$ cat config.mk
export PLATFORM = sky130hd
export DESIGN_NAME = vfl_div
export DESIGN_NICKNAME = d
export VERILOG_FILES = /design/src/hw/rtl/vfl_div.sv
export SDC_FILE = /design/constraint.sdc
export NUM_CORES = 2
export LEC_CHECK = 0
export BUFFER_PORTS_ARGS = -buffer_cell sky130_fd_sc_hd__buf_2
export CELL_PAD_IN_SITES_DETAIL_PLACEMENT = 0
export CELL_PAD_IN_SITES_GLOBAL_PLACEMENT = 1
export CORE_MARGIN = 3
export CORE_UTILIZATION = 58
export CTS_CLUSTER_DIAMETER = 120
export DETAILED_ROUTE_END_ITERATION = 10
export GPL_ROUTABILITY_DRIVEN = 0
export PLACE_DENSITY = 0.92
export SETUP_SLACK_MARGIN = 0.02
export SLEW_MARGIN = 30
export SYNTH_ARGS = -nofsm -noshare
export SYNTH_HDL_FRONTEND = slang
export SYNTH_SLANG_ARGS = --single-unit
$ cat constraint.sdc
create_clock -name clk -period 9.4 [get_ports clk]
set_clock_uncertainty 0.1 [all_clocks]
set_input_delay 0.94 -clock clk [delete_from_list [all_inputs] [get_ports clk]]
set_output_delay 0.94 -clock clk [all_outputs]
set_load 0.1 [all_outputs]
$ cat src/hw/rtl/vfl_div.sv
// Pipelined restoring divider, one quotient bit per register stage.
// Carries a valid bit and a side payload alongside; uses no package items.
`timescale 1ns / 1ps

module vfl_div #(
  parameter int N  = 32,
  parameter int D  = 16,
  parameter int SW = 1
) (
  input  logic          clk,
  input  logic          rst_n,
  input  logic          en,
  input  logic          in_valid,
  input  logic [N-1:0]  in_num,
  input  logic [D-1:0]  in_den,
  input  logic [SW-1:0] in_side,
  output logic          out_valid,
  output logic [N-1:0]  out_quo,
  output logic [SW-1:0] out_side
);

  logic [D-1:0]  rem_r  [N];
  logic [N-1:0]  num_r  [N];
  logic [N-1:0]  quo_r  [N];
  logic [D-1:0]  den_r  [N];
  logic [SW-1:0] side_r [N];
  logic [N-1:0]  v_r;

  logic [D-1:0]  rem_p  [N];
  logic [N-1:0]  num_p  [N];
  logic [N-1:0]  quo_p  [N];
  logic [D-1:0]  den_p  [N];
  logic [SW-1:0] side_p [N];
  logic [N-1:0]  v_p;
  logic [D-1:0]  rem_nxt [N];
  logic [N-1:0]  ge;

  always_comb begin
    for (int k = 0; k < N; k++) begin
      if (k == 0) begin
        rem_p[k]  = '0;
        num_p[k]  = in_num;
        quo_p[k]  = '0;
        den_p[k]  = in_den;
        side_p[k] = in_side;
        v_p[k]    = in_valid;
      end else begin
        rem_p[k]  = rem_r[k-1];
        num_p[k]  = num_r[k-1];
        quo_p[k]  = quo_r[k-1];
        den_p[k]  = den_r[k-1];
        side_p[k] = side_r[k-1];
        v_p[k]    = v_r[k-1];
      end
    end
  end

  always_comb begin
    logic [D:0] trial;
    logic [D:0] diff;
    for (int k = 0; k < N; k++) begin
      trial = {rem_p[k], num_p[k][N-1]};
      diff  = trial - {1'b0, den_p[k]};
      ge[k] = trial >= {1'b0, den_p[k]};
      rem_nxt[k] = ge[k] ? diff[D-1:0] : trial[D-1:0];
    end
  end

  always_ff @(posedge clk) begin
    if (!rst_n) begin
      v_r <= '0;
    end else if (en) begin
      v_r <= v_p;
    end
  end

  always_ff @(posedge clk) begin
    if (en) begin
      for (int k = 0; k < N; k++) begin
        rem_r[k]  <= rem_nxt[k];
        num_r[k]  <= num_p[k] << 1;
        quo_r[k]  <= {quo_p[k][N-2:0], ge[k]};
        den_r[k]  <= den_p[k];
        side_r[k] <= side_p[k];
      end
    end
  end

  assign out_valid = v_r[N-1];
  assign out_quo   = quo_r[N-1];
  assign out_side  = side_r[N-1];

endmodule

==> results.yml <==
final_layout:
  fin_util_pct: 65.2
  fin_nets: 7090
  area_growth_pct: 10.9
  drive_gt1_share_pct: 10.9
  diodes: 0
  final_cell_area_um2: 101000
  nFillCells: 10700
drt:
  wl_per_cell_um: 18.2
  dr.pass1.iters: 6
  drt_drc_violations_left: 0
  drt-initial-drc-count: 4043
  totalWireLength_mm: 158
  num_vias: 49200
  final_antenna_net_count: 0
  vias_per_cell: 5.64
logic_synthesis:
  ys.flop_type: "edfxtp_1"
  yosysMostFrequentCell: "edfxtp_1"
  synthesis.area_um2: 91200
  synth-edff-count: 2048
  synth_top_area_share_pct: 67.5
  yosys-top-cells-area: "edfxtp_1 (67%), ha_1 (6.8%), mux2_2 (3.0%)"
  yosys.area.top_type: "edfxtp_1"
  seq_area_frac_synth_pct: 68.2
  postSynth.asyncResetShare_pct: 0
  ys_ff_latch: 2080
  synth.top_cells.by_count: "edfxtp_1 (2048), inv_1 (629), ha_1 (498)"
  ys_warn_count: 0
  synth_cell_types: 81
  synth_nets: 6841
  avgSynthCellArea_um2: 14.6
  synth_cells: 6260
pwr:
  p_per_area_nw_per_um2: 319
  p_leak_uw: 0.0391
  worst_ir_drop_vdd_mv: 0.232
global_route:
  grt_overflow_total: 0
  grt_start_max_net_pins: 202
  first_global_vias: 48900
  track_usage_pct: 19.5
  antenna_found_initial: 2
  grt_pass1_wl_mm: 256
timing:
  relSlewSlack_pct: 32.8
  fin_crit_ns: 3.97
  final_max_slew_viol_count: 0
  finalCritPeriodShare_pct: 42.2
  tightest_slew_ns: 1.01
  setup_tns_ns: 0
  rsz0062_at_grt: "no"
  timing_hold_violations_final: 0
  hold_ws_ns: 0.183
  timing.fmax_mhz: 252
  finalSetupViolCount: 0
clocking:
  clock-sinks: 2080
  clkTransAtPathRegs_ns: 0.06
  clockBufferDepth: 3
  postCtsSetupBuffers: 0
  numCtsBuffers: 205
  cts_hold_buf: 0
  clk_latency_ns: 0.82
  tritoncts: "yes"
  cts-root-buf: "clkbuf_16"
  cts_resized: 0
  htreeDepth: 4
placement:
  dp.final_hpwl_mm: 104
  placed_area_um2: 94200
  port_buffers: 86
die:
  die_y_um: 402
  io_pins: 87
  start_util_pct: 58.8
  die_w_um: 402
  dieArea_um2: 162000
  num_rows: 144
  core_um2: 155000
run:
  maxCapViolCount: 0
critical_path:
  cp-start-kind: "flip-flop"
  crit_fanout: 17
  crit_path_end_kind: "flip-flop"
  required_ns: 9.87
  arrival_ns: 4.44
  crit_type: "reg -> reg"
run_status:
  status: "finished, final reports clean"
worst_hold_path:
  hp-class: "in -> reg"
cells by family (layout without fill, tap and decap cells):
family | count (synthesis) | in the layout | synth area share, %
compound gates | 1170 | 1170 | 8.30
xor+xnor | 349 | 349 | 3.35
flops | 2080 | 2080 | 68.2
buf+inv | 706 | 1125 | 2.96
mux | 317 | 317 | 3.85
fa+ha+maj | 528 | 528 | 7.49
simple gates | 1110 | 1110 | 5.88
per-layer routing:
metal | vias up | routed length, um | global-route usage, %
met5 | - | 10 | 0
met4 | 2 | 4610 | 6.20
met3 | 317 | 6850 | 3.13
met2 | 1101 | 79200 | 33.4
met1 | 24000 | 67700 | 25.6
li1 | 23800 | - | -
cells in the final DEF (no fill, tap or decap), types with 16 or more instances in the layout:
master / n
a21o_1: 149
nor4_1: 24
a31oi_1: 38
clkbuf_1: 51
o211ai_1: 16
inv_1: 629
nor3_1: 78
clkbuf_16: 208
buf_4: 18
o21ai_0: 215
bufinv_16: 20
or2_2: 21
nor2b_1: 116
nand3_1: 75
xor2_1: 122
a21oi_1: 381
nand4_1: 52
fa_1: 30
o31ai_1: 28
mux2i_1: 68
a211oi_1: 34
nand2b_1: 67
or3_1: 20
o31a_1: 26
clkinv_1: 33
o21a_1: 68
nand2_1: 213
edfxtp_1: 2048
nor2_1: 373
ha_1: 498
dfxtp_1: 32
mux2_2: 242
a211o_1: 16
clkinv_2: 35
buf_2: 85
xnor2_1: 227
and3_1: 24
a21boi_0: 39
o21bai_1: 23
worst paths after layout:
path	start	cells after the start	slack [ns]	to
setup reg to reg	den_r[0][33]$_DFFE_PP_	11	5.43	rem_r[0][53]$_DFFE_PP_
hold / removal	in_num[5]	1	0.18	num_r[0][5]$_DFFE_PP_
hold reg to reg	quo_r[0][356]$_DFFE_PP_	0	0.30	quo_r[0][389]$_DFFE_PP_
setup / recovery	den_r[0][33]$_DFFE_PP_	11	5.43	rem_r[0][53]$_DFFE_PP_
worst max-delay path: stages (launching register included):
cell       delay, ns
edfxtp_1        0.42
inv_1           0.08
ha_1            0.23
nor2b_1         0.13
o21ai_0         0.24
a21boi_0        0.20
o31ai_1         0.55
a21oi_1         0.18
a2111oi_2       0.40
nand2_1         0.15
a31oi_4         0.60
mux2_2          0.42
report_power, final:
group,leakage [uW],internal [uW],switching (uW)
sequential,0.0202,12600,888
clock,0.00331,4690,3510
combinational,0.0155,4890,5740
total,0.0391,22100,10100
registers in the layout, summed over array words and instances (netlist names):
name	flops
v_r	32
den_r	496
quo_r	528
side_r	32
rem_r	496
num_r	496
final cells by class:
cell class | count | area, um^2 | area share, %
clock buffer | 264 | 5470 | 5.40
clock inverter | 113 | 1390 | 1.37
inverter | 630 | 2360 | 2.34
multi-input combinational | 3474 | 26400 | 26.1
sequential | 2080 | 62100 | 61.4
tap | 2044 | 2560 | 2.53
timing repair buffer | 118 | 825 | 0.815
per-stage QoR:
stage	total power, uW	worst slack [ns]	std cells
after global routing	34200	5.21	8723
after global placement	23600	5.56	8343
after CTS	32500	5.44	8721
after detailed placement	24000	5.50	8344
after floorplan	21500	6.11	6260
final	32300	5.43	8723
Note: power is estimated with default switching activity, not from simulation.
